--- src/hw/rtl/sdsg_pkg.sv ---
`default_nettype none
package sdsg_pkg;

    localparam int STRATA_X = 4;
    localparam int STRATA_Y = 8;
    localparam int TEX_SIZE = 8;
    localparam int GRID = STRATA_X * STRATA_Y;

    localparam int COL_W = $clog2(STRATA_X);
    localparam int ROW_W = $clog2(STRATA_Y);
    localparam int STRATUM_W = $clog2(GRID);

    localparam int SQRT_BITS = 31;
    localparam int CORDIC_STEPS = 24;
    // Input register, one root bit per stage, gain multiply, rotations, output.
    localparam int POINT_LAT = 1 + SQRT_BITS + 1 + CORDIC_STEPS + 1;

    localparam logic [30:0] HALF_PI_Q30 = 31'd1686629713;
    localparam logic [29:0] CORDIC_GAIN_Q30 = 30'd652032874;

    localparam logic [29:0] ATAN_TAB [CORDIC_STEPS] = '{
        30'd843314857, 30'd497837829, 30'd263043837, 30'd133525159,
        30'd67021687, 30'd33543516, 30'd16775851, 30'd8388437,
        30'd4194283, 30'd2097149, 30'd1048576, 30'd524288,
        30'd262144, 30'd131072, 30'd65536, 30'd32768,
        30'd16384, 30'd8192, 30'd4096, 30'd2048,
        30'd1024, 30'd512, 30'd256, 30'd128
    };

    localparam int QUEUE_DEPTH = 4;
    localparam int QUEUE_AW = $clog2(QUEUE_DEPTH);

    // Classified word handed from the front to the back.
    typedef struct packed {
        logic [9:0]  addr;
        logic [31:0] phase0;
        logic [31:0] vq0;
        logic [31:0] phase1;
        logic [31:0] vq1;
    } q_word_t;

    function automatic logic [15:0] to_q15(input logic signed [34:0] v);
        logic signed [34:0] t;
        logic signed [19:0] r;
        logic [15:0] res;
        t = v + 35'sd16384;
        r = 20'(t >>> 15);
        if (r > 20'sd32767)
            res = 16'h7fff;
        else if (r < -20'sd32768)
            res = 16'h8000;
        else
            res = r[15:0];
        return res;
    endfunction

endpackage
`default_nettype wire

--- src/hw/rtl/sdsg_queue.sv ---
`default_nettype none
module sdsg_queue
    import sdsg_pkg::*;
(
    input  wire logic    clk,
    input  wire logic    rst_n,
    input  wire logic    push,
    input  wire q_word_t push_word,
    output logic         full,
    input  wire logic    pop,
    output q_word_t      head_word,
    output logic         empty
);

    q_word_t                mem_reg [QUEUE_DEPTH];
    logic [QUEUE_AW-1:0]    wptr_reg, rptr_reg;
    logic [QUEUE_AW:0]      count_reg, count_next;

    assign full = (count_reg == (QUEUE_AW+1)'(QUEUE_DEPTH));
    assign empty = (count_reg == '0);
    assign head_word = mem_reg[rptr_reg];

    always_comb
    begin
        count_next = count_reg;
        if (push && !pop)
            count_next = count_reg + 1'b1;
        else if (!push && pop)
            count_next = count_reg - 1'b1;
    end

    always_ff @(posedge clk or negedge rst_n)
    begin
        if (!rst_n)
        begin
            wptr_reg <= '0;
            rptr_reg <= '0;
            count_reg <= '0;
        end
        else
        begin
            if (push)
                wptr_reg <= wptr_reg + 1'b1;
            if (pop)
                rptr_reg <= rptr_reg + 1'b1;
            count_reg <= count_next;
        end
    end

    always_ff @(posedge clk)
    begin
        if (push)
            mem_reg[wptr_reg] <= push_word;
    end

endmodule
`default_nettype wire

--- config.mk ---
export PLATFORM = sky130hd
export DESIGN_NAME = sdsg_queue
export DESIGN_NICKNAME = d
export VERILOG_FILES = /design/src/hw/rtl/sdsg_pkg.sv /design/src/hw/rtl/sdsg_queue.sv
export SDC_FILE = /design/constraint.sdc
export NUM_CORES = 1
export LEC_CHECK = 0
export BUFFER_PORTS_ARGS = -buffer_cell sky130_fd_sc_hd__buf_2
export CORE_ASPECT_RATIO = 1.4
export CORE_MARGIN = 8
export CORE_UTILIZATION = 55
export CTS_BUF_LIST = sky130_fd_sc_hd__clkbuf_4 sky130_fd_sc_hd__clkbuf_8
export CTS_CLUSTER_SIZE = 16
export DETAILED_ROUTE_END_ITERATION = 10
export PLACE_DENSITY_LB_ADDON = 0.25
export SKIP_CTS_REPAIR_TIMING = 1
export SLEW_MARGIN = 20
export SYNTH_ARGS = -nofsm -noshare
export SYNTH_HDL_FRONTEND = slang
export SYNTH_SLANG_ARGS = --single-unit
--- constraint.sdc ---
create_clock -name clk -period 5 [get_ports clk]
set_input_delay 0.75 -clock clk [delete_from_list [all_inputs] [get_ports clk]]
set_output_delay 0.75 -clock clk [all_outputs]
set_load 0.05 [all_outputs]
Word-level counts from Yosys, hierarchy flattened --
Memories as Yosys holds them, arrays and structs flattened. Cells that the tools add are included.
Cells by class: add/sub/neg operators 4, multipliers 0, divide/modulo/power cells 0, order comparisons 0, eq/ne operators 1, shifts and indexed selects 0, muxes and demuxes 4, bitwise logic cells 0, reductions and logical operators 6
Operators with widths (count):
- 3-bit 2-to-1 mux | 2
- 2-bit by 1-bit adder with 2-bit output, second input constant | 2
- 3-bit by 1-bit adder with 3-bit output, second input constant | 1
- 3-bit equality test, second input constant | 1
- 3-bit zero test | 1
- 3-bit by 1-bit subtractor with 3-bit output, second input constant | 1
- 1-bit logical AND | 2
- 1-bit zero test | 2
- 1-bit 2-to-1 mux | 2
- 2-bit nonzero test | 1
Storage, ports and cells: register bits after elaboration 7, bits in latches 0, memory bits (writable) 552, ROM bits 0, input bits 142, output and inout bits 140, memories kept 1
Memories:
- mem_reg | words 4, width 138, rd ports 1, clocked after memory_dff 0, write ports 1, line sdsg_queue.sv:15 | q_word_t mem_reg [QUEUE_DEPTH];

Longest topological paths before layout --
depth after elaboration 4, mapped depth 7

Worst setup path after synthesis --
No wires, ideal clock.
kind input to register, from in push, to mem mem_reg[1][0] (netlist name), enable pin, data arrival time 3906 ps, required time 4487 ps, slack 581 ps, stages on the path 1, buffers on the path 0, cell sequence and2_1
On the way: longest elaborated chain between the ends 2
Ends and longest elaborated chain:
- from (decl) | line sdsg_queue.sv:7 | input wire logic push,
- 1-bit 2-to-1 mux | line sdsg_queue.sv:52 | if (push)
- 1-bit 2-to-1 mux (not written as such) | line sdsg_queue.sv:53 | mem_reg[wptr_reg] <= push_word;
- to (decl) | line sdsg_queue.sv:15
No other way between the ends.

==> results.sh <==
export IMPL_outcome="completed"
export IMPL_crit_slowest_cell="sky130_fd_sc_hd__mux4_2"
export IMPL_h_tree_lvls=3
export IMPL_routabilityCongestion=0.714
export IMPL_critical_path_reg2reg_startpoint="wptr_reg[0]"
export IMPL_core_area_mm2=0.0366
export IMPL_stdcell_area_mm2=0.0239
export IMPL_design_portCount=282
export IMPL_syn_to_final_growth_pct=17.7
export IMPL_worst_r2r_setup_slack_ns=2.72
export IMPL_chipHeight_um=243
export IMPL_final_hold_violation_count=0
export IMPL_placedCellCount=1484
export IMPL_worst_path_max_fanout=34
export IMPL_synthesis_nets=903
export IMPL_final_util_pct=65.4
export IMPL_grt_pass1_vias=9828
export IMPL_vias_per_cell=5.54
export IMPL_achievable_frequency_mhz=311
export IMPL_post_route_cells_drive_above_1_share_pct=48.6
export IMPL_fin_nets=1248
export IMPL_detailedPlace_worstSlack_ns=2.36
export IMPL_worst_setup_path_start_kind="flip-flop"
export IMPL_clock_sinks=559
export IMPL_timing_critical_path_to_type="output port"
export IMPL_worst_slew_margin_rel_pct=40.0
export IMPL_routed_wire_length_per_instance_um=23.3
export IMPL_grt_ovfl_total=0
export IMPL_vias=9040
export IMPL_clock_latency_ns=0.62
export IMPL_cts_buffers_inserted=80
export IMPL_timing_hold_worst_start="push_word[24]"
export IMPL_placement_rows=83
export IMPL_drc=0
export IMPL_maxSlewViolCount=0
export IMPL_final_critical_path_setup_slack_ns=1.78
export IMPL_post_synth_instance_area_mm2=0.0203
export IMPL_pwr_density_cell_mw_per_mm2=677
export IMPL_worst_setup_skew_after_layout_ns=0.0208
export IMPL_critical_path_max_stage_delay_ns=0.60
export IMPL_grt_usage_pct=17.5
export IMPL_ant_nets=0
export IMPL_layout_cells_most_common="sky130_fd_sc_hd__edfxtp_1"
export IMPL_tritoncts="built"
export IMPL_worst_slew_pin_slew_ns=0.900
export IMPL_mostFrequentLayoutCells="sky130_fd_sc_hd__edfxtp_1, sky130_fd_sc_hd__buf_2, sky130_fd_sc_hd__mux4_2"
export IMPL_hold_slack_ns=0.345
export IMPL_synth_seq_cells=559
export IMPL_cp_data_arrival_time_ns=2.47
export IMPL_die_width_um=178
export IMPL_rsz0062_at_grt="no"
export IMPL_synthDistinctLibCells=21
export IMPL_antenna_found_initial=7
export IMPL_detailed_place_hpwl_um=23000
export IMPL_final_period_minus_worst_setup_slack_ns=3.22
export IMPL_detail_route_wirelength_um=38000
export IMPL_worstHoldEndpoint="mem_reg[3][24]"
export IMPL_maxCapViolations=0
export IMPL_totalPowerFinal_mw=16.2
export IMPL_worstSetupPathType="reg -> out"
export IMPL_placement_cell_area_mm2=0.0223
export IMPL_static_leakage_nw=8.19
export IMPL_synth_yosys_seq_area_share_pct=82.5
export IMPL_synth_warnings=0
export IMPL_crit_required_ns=4.25
export IMPL_initial_core_util_pct=55.5
export IMPL_cts_clk_slew_worst_paths_ns=0.06
export IMPL_layout_cells_non_filler=1633
export IMPL_hold_path_class="in -> reg"
export IMPL_finalSetupTns_ns=0
export IMPL_die_area_mm2=0.0434
export IMPL_report_final_setup_viol=0
export IMPL_cts_root_buf="sky130_fd_sc_hd__clkbuf_8"
export IMPL_final_min_period_over_clock_period_pct=64.3
export IMPL_worst_r2r_cell_count=4
export IMPL_cp_cell_sequence="buf_4 > mux4_2 > buf_2"
export IMPL_r2r_end="mem_reg[2][74]"
export IMPL_grt_max_degree=94
export IMPL_cts_max_path_buffers=3
export IMPL_drt_pre_antenna_iters=5
export IMPL_netlist_instances=755
export IMPL_io_buffer_count=281
export IMPL_synth_avg_cell_area_um2=26.9
export IMPL_grt_pass1_wl_um=56900
export IMPL_first_iter_violations=465
export IMPL_peakVddDrop_uv=543
export IMPL_flip_flop_count_of_the_largest_register_after_layout=552
export IMPL_worst_hold_path_num_cells=1
worst max-delay path: cells and delay by family (launching register included):
kind / cells / cell delay [ns]
buffers and inverters: 2 / 0.79
multiplexers: 1 / 0.60
flip-flops: 1 / 0.45
synth_stat cells:
library cell | n | area, um^2
sky130_fd_sc_hd__edfxtp_1 | 552 | 16600
sky130_fd_sc_hd__mux4_2 | 138 | 3110
sky130_fd_sc_hd__buf_2 | 14 | 70.1
sky130_fd_sc_hd__buf_6 | 11 | 124
sky130_fd_sc_hd__dfrtp_1 | 7 | 175
sky130_fd_sc_hd__ha_1 | 5 | 62.6
sky130_fd_sc_hd__and2_1 | 4 | 25.0
sky130_fd_sc_hd__inv_1 | 4 | 15.0
sky130_fd_sc_hd__xor2_1 | 4 | 35.0
sky130_fd_sc_hd__buf_1 | 2 | 7.51
sky130_fd_sc_hd__buf_4 | 2 | 15.0
sky130_fd_sc_hd__nand2_1 | 2 | 7.51
sky130_fd_sc_hd__xnor2_1 | 2 | 17.5
sky130_fd_sc_hd__clkbuf_1 | 1 | 3.75
sky130_fd_sc_hd__clkbuf_2 | 1 | 5.00
sky130_fd_sc_hd__fa_1 | 1 | 20.0
sky130_fd_sc_hd__mux2_2 | 1 | 11.3
sky130_fd_sc_hd__nor2_1 | 1 | 3.75
sky130_fd_sc_hd__nor3_1 | 1 | 5.00
sky130_fd_sc_hd__nor3b_1 | 1 | 7.51
sky130_fd_sc_hd__o21ai_0 | 1 | 5.00
how the worst max path moves through the flow:
stage / from / endpoint / slack (ns) / cells after the start
2_1_floorplan: push / mem_reg[1][0] / 0.58 / 1
3_3_place_gp: push / mem_reg[1][30] / 2.38 / 3
3_5_place_dp: rptr_reg[0] / head_word[50] / 2.36 / 3
4_1_cts: rptr_reg[0] / head_word[50] / 1.65 / 3
5_1_grt: rptr_reg[0] / head_word[41] / 1.61 / 3
6_report: rptr_reg[0] / head_word[50] / 1.78 / 3
metal layers:
metal  vias to the layer above  GRT usage (%)  share of wire (%)
met1                      4716           20.5                 37
li1                       3981              -                  -
met5                         -              0               0.11
met3                        71           5.60                8.1
met4                         8           6.56                2.3
met2                       264           29.8                 53
final cells by class:
type	instances	area, um^2
timing repair buffer	294	1590
inverter	4	15.0
multi-input combinational	161	3320
antenna	5	12.5
tap	467	584
clock inverter	36	280
sequential	559	16800
fill	2430	12700
clock buffer	107	1330
power by group:
part | internal (mW) | switching [mW] | leakage [nW]
combinational | 1.82 | 4.49 | 2.19
clock | 1.95 | 1.61 | 0.849
sequential | 6.13 | 0.189 | 5.15
total | 9.89 | 6.28 | 8.19
logic make-up after synthesis:
| family | count (synthesis) | share of synthesized area, % |
|---|---|---|
| adder cells (fa/ha/maj) | 6 | 0.407 |
| multiplexers | 139 | 15.4 |
| buffers and inverters | 35 | 1.18 |
| flip-flops | 559 | 82.5 |
| XOR/XNOR | 6 | 0.259 |
| AND/OR/NAND/NOR | 9 | 0.240 |
| AO/OA/AOI/OAI | 1 | 0.0246 |
No activity file was read; power rests on OpenSTA's default activity.
