**src/hw/rtl/sdsg_pkg.sv**
```systemverilog
`default_nettype none
package sdsg_pkg;

    localparam int STRATA_X = 4;
    localparam int STRATA_Y = 8;
    localparam int TEX_SIZE = 8;
    localparam int GRID = STRATA_X * STRATA_Y;

    localparam int COL_W = $clog2(STRATA_X);
    localparam int ROW_W = $clog2(STRATA_Y);
    localparam int STRATUM_W = $clog2(GRID);

    localparam int SQRT_BITS = 31;
    localparam int CORDIC_STEPS = 24;
    // Input register, one root bit per stage, gain multiply, rotations, output.
    localparam int POINT_LAT = 1 + SQRT_BITS + 1 + CORDIC_STEPS + 1;

    localparam logic [30:0] HALF_PI_Q30 = 31'd1686629713;
    localparam logic [29:0] CORDIC_GAIN_Q30 = 30'd652032874;

    localparam logic [29:0] ATAN_TAB [CORDIC_STEPS] = '{
        30'd843314857, 30'd497837829, 30'd263043837, 30'd133525159,
        30'd67021687, 30'd33543516, 30'd16775851, 30'd8388437,
        30'd4194283, 30'd2097149, 30'd1048576, 30'd524288,
        30'd262144, 30'd131072, 30'd65536, 30'd32768,
        30'd16384, 30'd8192, 30'd4096, 30'd2048,
        30'd1024, 30'd512, 30'd256, 30'd128
    };

    localparam int QUEUE_DEPTH = 4;
    localparam int QUEUE_AW = $clog2(QUEUE_DEPTH);

    // Classified word handed from the front to the back.
    typedef struct packed {
        logic [9:0]  addr;
        logic [31:0] phase0;
        logic [31:0] vq0;
        logic [31:0] phase1;
        logic [31:0] vq1;
    } q_word_t;

    function automatic logic [15:0] to_q15(input logic signed [34:0] v);
        logic signed [34:0] t;
        logic signed [19:0] r;
        logic [15:0] res;
        t = v + 35'sd16384;
        r = 20'(t >>> 15);
        if (r > 20'sd32767)
            res = 16'h7fff;
        else if (r < -20'sd32768)
            res = 16'h8000;
        else
            res = r[15:0];
        return res;
    endfunction

endpackage
`default_nettype wire

```
**src/hw/rtl/sdsg_front.sv**
```systemverilog
`default_nettype none
module sdsg_front
    import sdsg_pkg::*;
(
    input  wire logic          clk,
    input  wire logic          rst_n,
    input  wire logic          in_valid,
    output logic               in_ready,
    input  wire logic [3:0]    pair_index,
    input  wire logic [2:0]    texel_col,
    input  wire logic [2:0]    texel_row,
    input  wire logic [15:0]   rand_u0,
    input  wire logic [15:0]   rand_v0,
    input  wire logic [15:0]   rand_u1,
    input  wire logic [15:0]   rand_v1,
    output logic               push,
    output q_word_t            push_word,
    input  wire logic          queue_full
);

    logic    valid_reg, valid_next;
    q_word_t word_reg;
    q_word_t word_next;
    logic    accept;

    function automatic logic [63:0] classify(input logic [3:0] pair, input logic k,
                                             input logic [15:0] ju,
                                             input logic [15:0] jv);
        logic [STRATUM_W-1:0] s;
        logic [COL_W-1:0] col;
        logic [ROW_W-1:0] row;
        logic [COL_W+31:0] pu;
        logic [ROW_W+31:0] pv;
        logic [31:0] phase;
        logic [31:0] vq;
        s = STRATUM_W'(({1'b0, pair, 1'b0} + {5'd0, k}) % GRID);
        col = COL_W'(s % STRATA_X);
        // Rows are counted down from the top of the grid.
        row = ROW_W'((GRID - 1 - int'(s)) / STRATA_X);
        pu = {col, ju, 16'd0};
        pv = {row, jv, 16'd0};
        phase = 32'(pu / STRATA_X);
        vq = 32'(pv / STRATA_Y);
        return {phase, vq};
    endfunction

    assign accept = in_valid && in_ready;
    assign in_ready = !valid_reg || !queue_full;
    assign push = valid_reg && !queue_full;
    assign push_word = word_reg;

    always_comb
    begin
        logic [63:0] p0;
        logic [63:0] p1;
        p0 = classify(pair_index, 1'b0, rand_u0, rand_v0);
        p1 = classify(pair_index, 1'b1, rand_u1, rand_v1);
        word_next.addr = 10'(int'(pair_index) * TEX_SIZE * TEX_SIZE
                             + int'(texel_row) * TEX_SIZE + int'(texel_col));
        word_next.phase0 = p0[63:32];
        word_next.vq0 = p0[31:0];
        word_next.phase1 = p1[63:32];
        word_next.vq1 = p1[31:0];
    end

    always_comb
    begin
        valid_next = valid_reg;
        if (accept)
            valid_next = 1'b1;
        else if (push)
            valid_next = 1'b0;
    end

    always_ff @(posedge clk or negedge rst_n)
    begin
        if (!rst_n)
            valid_reg <= 1'b0;
        else
            valid_reg <= valid_next;
    end

    always_ff @(posedge clk)
    begin
        if (accept)
            word_reg <= word_next;
    end

endmodule
`default_nettype wire

```
**config.mk**
```make
export PLATFORM = sky130hd
export DESIGN_NAME = sdsg_front
export DESIGN_NICKNAME = d
export VERILOG_FILES = /design/src/hw/rtl/sdsg_pkg.sv /design/src/hw/rtl/sdsg_front.sv
export SDC_FILE = /design/constraint.sdc
export NUM_CORES = 1
export LEC_CHECK = 0
export BUFFER_PORTS_ARGS = -buffer_cell sky130_fd_sc_hd__buf_4
export CAP_MARGIN = 0
export CORE_MARGIN = 1.5
export CORE_UTILIZATION = 39
export CTS_CLUSTER_SIZE = 12
export DETAILED_ROUTE_END_ITERATION = 10
export GPL_TIMING_DRIVEN = 0
export MAX_ROUTING_LAYER = met4
export PLACE_DENSITY_LB_ADDON = 0.12
export SYNTH_ARGS = -nofsm -noshare
export SYNTH_HDL_FRONTEND = slang
export SYNTH_SLANG_ARGS = --single-unit
```
**constraint.sdc**
```tcl
create_clock -name clk -period 5.3 [get_ports clk]
set_clock_uncertainty 0.1 [all_clocks]
set_input_delay 0.53 -clock clk [delete_from_list [all_inputs] [get_ports clk]]
set_output_delay 0.53 -clock clk [all_outputs]
set_load 0.005 [all_outputs]
```
Word-level counts from Yosys, hierarchy flattened
Index checks and enable logic that the tools add are counted.
Cells by class
  $add $sub $neg: 7
  bitwise logic cells: 2
  reductions and logical operators: 8
  muxes and demuxes: 2
Operators by type and width (count)
  5-bit by 5-bit subtractor with 6-bit output (first input constant): 2
  10-bit by 3-bit adder with 10-bit output: 1
  10-bit by 6-bit adder with 10-bit output: 1
  3-bit by 1-bit adder with 3-bit output: 2
  5-bit by 1-bit adder with 5-bit output (second input constant): 1
  2-bit OR reduction: 2
  1-bit bitwise AND: 2
  1-bit logical AND: 2
  1-bit zero test: 2
  1-bit 2-to-1 mux: 2
  2-bit nonzero test: 1
  1-bit logical OR: 1
Storage, ports and cells
  logic and storage cells: 25
  flip-flop bits (word level): 84

Depth between registers and ports, before layout
Gate-level depths: netlist (run 1).
  word-level depth: 5
  depth in mapped cells: 1

Worst setup path before layout (run 1)
Ideal clock, no wire load.
  kind: input to register
  from: input port in_valid
  to: register word_reg, in the netlist push_word[110] (enable)
  path buffers: 0
  slack: 469 ps
  stages on the path: 1
  data required time: 4667 ps
  arrival time: 4198 ps
  cell sequence: a21boi_1
On the way
  longest elaborated chain between the ends: 1
Ends and longest elaborated chain
  start: declaration: RTL line sdsg_front.sv:7  | input wire logic in_valid,
  1-bit logical AND: RTL line sdsg_front.sv:47  | assign accept = in_valid && in_ready;
  end signal: assignment: RTL line sdsg_front.sv:86  | word_reg <= word_next;
  end: declaration: RTL line sdsg_front.sv:22  | q_word_t word_reg;
No other way between the ends.
A chain may end at the register's enable or synchronous reset.

Worst setup path in the final report (run 1)
  from: register valid_reg
  to: register word_reg, in the netlist push_word[116] (enable)
On the way
  longest elaborated chain between the ends: 3
Ends and longest elaborated chain
  start: declaration: RTL line sdsg_front.sv:21  | logic valid_reg, valid_next;
  start signal: assignment: RTL line sdsg_front.sv:80  | valid_reg <= valid_next;
  1-bit zero test: RTL line sdsg_front.sv:48  | assign in_ready = !valid_reg || !queue_full;
  1-bit logical OR: RTL line sdsg_front.sv:48
  1-bit logical AND: RTL line sdsg_front.sv:47
  via accept: RTL line sdsg_front.sv:24  | logic accept;
The timed path passes the listed nets, and every way through them passes these cells.

==> summary.json, run 1 <==
{
  "worst_setup_path": {
    "crit_path_max_incr_delay_ns": 0.63,
    "crit_required_ns": 5.23,
    "crit_end": "push_word[116]$_DFFE_PP_",
    "timing_worst_setup_path_type": "reg -> reg",
    "timing.reg2reg.setup_slack_ns": 3.53,
    "critPathLaunch": "valid_reg$_DFFE_PN0P_",
    "cp-end-kind": "register",
    "critical_path_cell_count": 2,
    "worst_r2r_startpoint": "valid_reg$_DFFE_PN0P_",
    "critical_path.startpoint_type": "register",
    "worstReg2RegEnd": "push_word[116]$_DFFE_PP_",
    "rr_worst_depth": 2,
    "worst-path-max-fanout": 31,
    "critPathTopFamily": "compound AO/OA/AOI/OAI gates",
    "path_cells": "a21boi_4 > buf_12",
    "cp.arrival_ns": 1.70,
    "cpMaxStageDelayCell": "sky130_fd_sc_hd__a21boi_4",
    "critical_path_buf_inv_count": 1
  },
  "placement": {
    "dpl_worst_slack_ns": 3.31,
    "gp_congestion": 0.677,
    "port_buffers": 161,
    "dpl.hpwl_mm": 4.76
  },
  "sta": {
    "setup_viol": 0,
    "final_worst_setup_slack_ns": 3.53,
    "finalHoldViolCount": 0,
    "fmax_mhz": 565,
    "finalMaxSlewViolations": 0,
    "worstMarginPinSlew_ns": 0.747,
    "share_of_the_clock_period_used_by_the_worst_path": 0.334,
    "finalCriticalPeriod_ns": 1.77,
    "grt_setup_unrepaired": "no",
    "tns_ns": 0,
    "worst_slew_margin_rel": 0.501
  },
  "die": {
    "design.core.area_um2": 6910,
    "die_width_um": 88.3,
    "die-height_um": 88.3,
    "pin_count": 218,
    "placementRows": 30,
    "fp.dieArea_um2": 7800,
    "initial_core_util": 0.411
  },
  "logic_synthesis": {
    "synth.yosys.warnings": 0,
    "syn_area_per_cell_um2": 19.2,
    "netlist_area_before_placement_um2": 2840,
    "synthDistinctLibCells": 9,
    "netlist_instances": 148,
    "synth_seq_cells": 78,
    "synth-seq-area-share": 0.823
  },
  "clock_tree": {
    "max-clock-path-buffers": 2,
    "setup_repair_bufs_after_cts": 0,
    "clk-insertion-delay-late_ns": 0.34,
    "clock_sinks": 78,
    "clock-root-buffer": "sky130_fd_sc_hd__clkbuf_8",
    "cts_buffers": 9,
    "clock_tree.htree_level_count": 3,
    "cts_repair_resize_count": 0,
    "cts_tree": "yes",
    "clk_pin_slew_worst_paths_ns": 0.09
  },
  "final_layout": {
    "insertedDiodeCount": 0,
    "area.growth.synth_to_final_pct": 62.2,
    "fin_nets": 455,
    "final_cell_mix": "sky130_fd_sc_hd__buf_4, sky130_fd_sc_hd__edfxtp_1, sky130_fd_sc_hd__conb_1, sky130_fd_sc_hd__clkbuf_8",
    "layout_commonest_cell": "sky130_fd_sc_hd__buf_4",
    "final.fill_count": 563,
    "largest_register_ffs": 77,
    "drive_above_1_share": 0.631
  },
  "grt": {
    "grt-ovfl-total": 0,
    "grt_max_degree": 32,
    "all_layer_gr_usage": 0.158,
    "grt_pass1_vias": 1787,
    "number_of_antenna_violations_at_the_first_check_in_global_routing": 0,
    "grt_first_pass_wirelength_mm": 8.38
  },
  "flow_run": {
    "max_cap_viol": 0
  },
  "pwr": {
    "share_comb_of_total_power": 0.130,
    "net_switching_power_mw": 0.285,
    "totalPowerFinal_mw": 1.28,
    "cellPowerDensity_nw_per_um2": 278,
    "clock_power_share": 0.302,
    "power_frac_seq": 0.568,
    "p_leak_nw": 2.17,
    "p_sw_frac": 0.222,
    "ir_drop_uv": 179,
    "internal_power_mw": 0.996
  },
  "routing": {
    "ratio_of_routed_vias_to_standard_cells": 3.73,
    "route.detailed.wl_per_inst_um": 12.6,
    "vias": 1781,
    "first_iter_violations": 59,
    "post_detailed_route_drc_marker_count": 0,
    "drt_pre_antenna_iters": 4,
    "routed_wl_mm": 6.03,
    "drt.antenna.violating_nets": 0
  },
  "min_path": {
    "min-delay-path-class": "in -> reg"
  },
  "status": {
    "status": "finished clean"
  }
}
[synthesized netlist by cell type (all sizes together)]
master | count | area share
a21boi | 1 | 0.0026
a21o | 1 | 0.0026
buf | 61 | 0.16
conb | 2 | 0.0026
dfrtp | 1 | 0.0088
edfxtp | 77 | 0.81
inv | 3 | 0.0040
nand2 | 1 | 0.0013
nor2b | 1 | 0.0022
[worst min path at each step]
stage	start	end	cells past startpoint
2_1_floorplan	rst_n	valid_reg$_DFFE_PN0P_	0
3_3_place_gp	rst_n	valid_reg$_DFFE_PN0P_	1
3_5_place_dp	rst_n	valid_reg$_DFFE_PN0P_	1
4_1_cts	rand_u0[13]	push_word[123]$_DFFE_PP_	1
5_1_grt	rand_u0[13]	push_word[123]$_DFFE_PP_	1
6_report	rand_u0[13]	push_word[123]$_DFFE_PP_	1
[cells by family (layout without fill, tap and decap cells)]
| family | count (synthesis) | after routing | share of synthesized area |
|---|---|---|---|
| other | 2 | 56 | 0.00265 |
| DFF | 78 | 78 | 0.823 |
| buffers and inverters | 64 | 244 | 0.165 |
| AOI/OAI and AO/OA | 2 | 2 | 0.00529 |
| and+or+nand+nor | 2 | 2 | 0.00353 |
[what timing repair did]
item                       4_1_cts  5_1_grt
setup endpoints to repair        0        0
hold endpoints to repair         1        0
hold buffers                     1        0
[metrics by stage]
step           instance area, µm²  utilization  hold WS [ns]  std cells
2_1_floorplan                3040            -         0.134        202
3_3_place_gp                 4370        0.633         0.206        459
3_5_place_dp                 4420        0.640         0.207        461
4_1_cts                      4600        0.667         0.239        478
5_1_grt                      4600        0.667         0.238        478
6_report                     4600        0.667         0.256        478
[routing by layer]
layer  vias up  track usage  wire length (µm)
met4         0       0.0952               160
li1        867            -                 -
met2       114        0.278              3370
met3        14       0.0504               573
met5         -            -                 0
met1       786        0.149              1930
[worst register-to-register path: cells and delay by family, from the launching register on]
| kind | cells | cell delay [ns] |
|---|---|---|
| AO/OA/AOI/OAI | 1 | 0.63 |
| flip-flops | 1 | 0.43 |
| buffers and inverters | 1 | 0.29 |
[final cells by class]
type / instances / area [µm²] / area share
buffer: 61 / 458 / 0.0995
sequential: 78 / 2340 / 0.508
tap: 96 / 120 / 0.0261
clock buffer: 9 / 124 / 0.0269
timing repair buffer: 164 / 1260 / 0.273
multi-input combinational: 60 / 246 / 0.0535
inverter: 3 / 11.3 / 0.00245
clock inverter: 7 / 48.8 / 0.0106
[power by group through the flow]
| stage | clock network, mW | logic (mW) | registers (mW) |
|---|---|---|---|
| after global placement | 0 | 0.156 | 0.748 |
| final | 0.387 | 0.166 | 0.728 |
| after floorplan | 0 | 0.0540 | 0.750 |
| after detailed placement | 0 | 0.165 | 0.743 |
| after CTS | 0.399 | 0.166 | 0.729 |
| after global routing | 0.422 | 0.181 | 0.732 |
No activity file was read; power rests on OpenSTA's default activity.
==> inputs of run 2 (changes only) <==
--- a/config.mk
+++ b/config.mk
@@ -5,10 +5,11 @@
 export SDC_FILE = /design/constraint.sdc
 export NUM_CORES = 1
 export LEC_CHECK = 0
+export ABC_AREA = 1
 export BUFFER_PORTS_ARGS = -buffer_cell sky130_fd_sc_hd__buf_4
 export CAP_MARGIN = 0
 export CORE_MARGIN = 1.5
-export CORE_UTILIZATION = 39
+export CORE_UTILIZATION = 36
 export CTS_CLUSTER_SIZE = 12
 export DETAILED_ROUTE_END_ITERATION = 10
 export GPL_TIMING_DRIVEN = 0
==> constraint.sdc (replaced) <==
create_clock -name clk -period 1.5 [get_ports clk]
set_clock_uncertainty 0.1 [all_clocks]
set_input_delay 0.15 -clock clk [delete_from_list [all_inputs] [get_ports clk]]
set_output_delay 0.15 -clock clk [all_outputs]
set_load 0.005 [all_outputs]
==> run 2 against run 1 <==
Net effect:
- clock power rose to 3.8 times the previous value
- combinational power increased to 4.7 times the previous value
- critical path type unchanged
- sequential cell count stayed put
- critical endpoint is now push_word[88]$_DFFE_PP_
==> summary.json, run 2 <==
{
  "logic_synthesis": {
    "synth_top_cells_by_area": "sky130_fd_sc_hd__edfxtp_1, sky130_fd_sc_hd__buf_4, sky130_fd_sc_hd__dfrtp_1",
    "synthAdderAreaFrac": {"value": 0, "change": "unchanged"},
    "synth_top_family_by_area": "buffers and inverters",
    "synth_enable_flop_cells": {"value": 77, "change": "unchanged"},
    "netlist_instances": {"value": 150, "change": "+1.4%"},
    "synth_seq_cells": {"value": 78, "change": "unchanged"},
    "synth_top_area_cell": "sky130_fd_sc_hd__edfxtp_1",
    "yosys-mux-area-fraction": {"value": 0, "change": "unchanged"},
    "ffs_w_async_s_r_synth": {"value": 0.0128, "change": "unchanged"},
    "synth-main-ff-cell": "sky130_fd_sc_hd__edfxtp_1",
    "yosys.area_share.xor_xnor": {"value": 0, "change": "unchanged"},
    "netlist_top_cells_count": "sky130_fd_sc_hd__edfxtp_1, sky130_fd_sc_hd__buf_4, sky130_fd_sc_hd__inv_1, sky130_fd_sc_hd__conb_1, sky130_fd_sc_hd__nand2_1",
    "synth-seq-area-share": {"value": 0.824, "change": "about the same"},
    "synth-compound-area-share": {"value": 0.00176, "change": "-0.00353"},
    "netlist_area_before_placement": {"value": 2840, "unit": "µm²", "change": "about the same"},
    "synthSimpleGateAreaFrac": {"value": 0.00397, "change": "+0.000442"},
    "synth.top_cell.area_share": {"value": 0.815, "change": "about the same"},
    "syn_area_per_cell": {"value": 18.9, "unit": "µm²", "change": "-1.4%"},
    "synth.yosys.warnings": {"value": 0, "change": "unchanged"},
    "synth.most_common_cell": "sky130_fd_sc_hd__edfxtp_1",
    "synthDistinctLibCells": {"value": 8, "change": "-1"}
  },
  "final_layout": {
    "layout_commonest_cell": "sky130_fd_sc_hd__buf_4",
    "largest_register_ffs": {"value": 77, "change": "unchanged"},
    "drive_above_1_share": {"value": 0.525, "change": "-0.106"},
    "final_cell_mix": "sky130_fd_sc_hd__buf_4, sky130_fd_sc_hd__edfxtp_1, sky130_fd_sc_hd__dlygate4sd3_1, sky130_fd_sc_hd__conb_1, sky130_fd_sc_hd__clkbuf_8",
    "fin_nets": {"value": 534, "change": "+17%"},
    "final.fill_count": {"value": 543, "change": "-3.6%"},
    "insertedDiodeCount": {"value": 0, "change": "unchanged"},
    "area.growth.synth_to_final_pct": 90.6
  },
  "pwr": {
    "net_switching_power": {"value": 1.01, "unit": "mW", "change": "+250%"},
    "internal_power": {"value": 3.81, "unit": "mW", "change": "+280%"},
    "clock_power_share": {"value": 0.306, "change": "+0.004"},
    "power_frac_seq": {"value": 0.534, "change": "-0.034"},
    "cellPowerDensity": {"value": 891, "unit": "nW/µm²", "change": "+220%"},
    "p_sw_frac": {"value": 0.209, "change": "-0.0136"},
    "share_comb_of_total_power": {"value": 0.160, "change": "+0.030"},
    "totalPowerFinal": {"value": 4.82, "unit": "mW", "change": "+280%"},
    "p_leak": {"value": 2.51, "unit": "nW", "change": "+16%"},
    "ir_drop": {"value": 603, "unit": "µV", "change": "+240%"}
  },
  "grt": {
    "number_of_antenna_violations_at_the_first_check_in_global_routing": {"value": 0, "change": "unchanged"},
    "all_layer_gr_usage": {"value": 0.171, "change": "+0.0132"},
    "grt-ovfl-total": {"value": 0, "change": "unchanged"},
    "grt_max_degree": {"value": 28, "change": "-13%"},
    "grt_first_pass_wirelength": {"value": 10.4, "unit": "mm", "change": "+24%"},
    "grt_pass1_vias": {"value": 2108, "change": "+18%"}
  },
  "worst_setup_path": {
    "critical_path.startpoint_type": "register",
    "crit_required": {"value": 1.45, "unit": "ns", "change": "-3.78 ns"},
    "worst-path-max-fanout": {"value": 15, "change": "-52%"},
    "cp.arrival": {"value": 1.36, "unit": "ns", "change": "-0.34 ns"},
    "cp-end-kind": "register",
    "timing_worst_setup_path_type": "reg -> reg"
  },
  "die": {
    "die_width": {"value": 91.8, "unit": "µm", "change": "+3.9%"},
    "die-height": {"value": 91.8, "unit": "µm", "change": "+3.9%"},
    "pin_count": {"value": 218, "change": "unchanged"},
    "design.core.area": {"value": 7690, "unit": "µm²", "change": "+11%"},
    "initial_core_util": {"value": 0.369, "change": "-0.0419"},
    "fp.dieArea": {"value": 8420, "unit": "µm²", "change": "+8.0%"},
    "placementRows": {"value": 32, "change": "+6.7%"}
  },
  "sta": {
    "tns": {"value": 0, "unit": "ns", "change": "unchanged"},
    "finalCriticalPeriod": {"value": 1.42, "unit": "ns", "change": "-0.350 ns"},
    "grt_setup_unrepaired": "no",
    "fmax": {"value": 705, "unit": "MHz", "change": "+25%"},
    "finalMaxSlewViolations": {"value": 0, "change": "unchanged"},
    "finalHoldViolCount": {"value": 0, "change": "unchanged"},
    "setup_viol": {"value": 0, "change": "unchanged"},
    "share_of_the_clock_period_used_by_the_worst_path": {"value": 0.946, "change": "+0.612"}
  },
  "clock_tree": {
    "clk-insertion-delay-late": {"value": 0.33, "unit": "ns", "change": "about the same"},
    "clk_pin_slew_worst_paths": {"value": 0.07, "unit": "ns", "change": "-0.02 ns"},
    "clock_tree.htree_level_count": {"value": 3, "change": "unchanged"},
    "max-clock-path-buffers": {"value": 2, "change": "unchanged"},
    "cts_buffers": {"value": 9, "change": "unchanged"},
    "cts_tree": "yes",
    "clock_sinks": {"value": 78, "change": "unchanged"},
    "clock-root-buffer": "sky130_fd_sc_hd__clkbuf_8"
  },
  "placement": {
    "dpl.hpwl": {"value": 4.44, "unit": "mm", "change": "-6.7%"},
    "port_buffers": {"value": 161, "change": "unchanged"},
    "gp_congestion": {"value": 0.735, "change": "+8.6%"}
  },
  "min_path": {
    "min-delay-path-class": "in -> reg"
  },
  "routing": {
    "vias": {"value": 2104, "change": "+18%"},
    "post_detailed_route_drc_marker_count": {"value": 0, "change": "unchanged"},
    "drt.antenna.violating_nets": {"value": 0, "change": "unchanged"},
    "drt_pre_antenna_iters": {"value": 4, "change": "unchanged"},
    "first_iter_violations": {"value": 54, "change": "-8.5%"},
    "route.detailed.wl_per_inst": {"value": 12.6, "unit": "µm", "change": "+0.22%"},
    "routed_wl": {"value": 7.12, "unit": "mm", "change": "+18%"},
    "ratio_of_routed_vias_to_standard_cells": {"value": 3.74, "change": "+0.30%"}
  },
  "status": {
    "status": "finished clean"
  },
  "flow_run": {
    "max_cap_viol": {"value": 0, "change": "unchanged"}
  }
}
[run 2: worst paths after layout]
path                       slack (ns)             startpoint                 endpoint  cells past startpoint
max reg2reg                      0.08  valid_reg$_DFFE_PN0P_  push_word[88]$_DFFE_PP_                      2
min in group asynchronous        0.57                  rst_n    valid_reg$_DFFE_PN0P_                      3
min reg2reg                      0.53  valid_reg$_DFFE_PN0P_    valid_reg$_DFFE_PN0P_                      2
min                              0.02             queue_full    valid_reg$_DFFE_PN0P_                      3
max                              0.08  valid_reg$_DFFE_PN0P_  push_word[88]$_DFFE_PP_                      2
max in group asynchronous        0.61                  rst_n    valid_reg$_DFFE_PN0P_                      3
[run 2: timing repair]
action / in CTS / in global routing
pin swaps: 1 / 1
buffers inserted: 1 / 0
cloned: 2 / 0
endpoints found under the hold margin: 78 / 0
gates resized for setup: 2 / 0
setup endpoints to repair: 77 / 27
hold buffers: 76 / 0
[run 2: cell families (layout without fill, tap and decap cells)]
group | after synthesis | in the layout
buffers and inverters | 66 | 322
AND/OR/NAND/NOR | 3 | 3
other | 2 | 56
flip-flops | 78 | 78
AO/OA/AOI/OAI | 1 | 2
[run 2: worst max-delay path: stages (launching register included)]
cell                        delay, ns
sky130_fd_sc_hd__dfrtp_2         0.47
sky130_fd_sc_hd__a21oi_4         0.23
sky130_fd_sc_hd__bufbuf_16       0.33
[run 2: area by class of cell]
type / count / area [µm²] / share of cell area
buffer: 61 / 458 / 0.0847
clock buffer: 11 / 131 / 0.0243
clock inverter: 5 / 50.0 / 0.00925
inverter: 5 / 18.8 / 0.00347
multi-input combinational: 61 / 254 / 0.0470
sequential: 78 / 2340 / 0.432
tap: 102 / 128 / 0.0236
timing repair buffer: 240 / 2030 / 0.375
[run 2: power by group through the flow]
stage               registers (mW)  logic [mW]  clock network, mW
finish                        2.57       0.773               1.47
global route                  2.59       0.829               1.60
CTS                           2.57       0.771               1.52
detailed placement            2.62       0.583                  0
global placement              2.62       0.557                  0
floorplan                     2.64       0.193                  0
[run 2: routing by layer]
metal  vias to the layer above  wire (µm)  track usage
met5                         -          0            -
met2                       119       3830        0.305
li1                       1023          -            -
met4                         0        114       0.0756
met1                       952       2590        0.176
met3                        10        583       0.0464
[run 2: through the flow]
stage	hold slack, ns	worst slack, ns	cell area (µm²)	std cells	utilization
5_1_grt	0.0197	0.0467	5410	563	0.703
2_1_floorplan	-0.246	-0.735	3050	204	-
3_3_place_gp	-0.174	-1.21	4390	467	0.571
3_5_place_dp	-0.172	-0.458	4430	469	0.576
6_report	0.0214	0.0808	5410	563	0.703
4_1_cts	0.00428	0.0240	5430	564	0.706
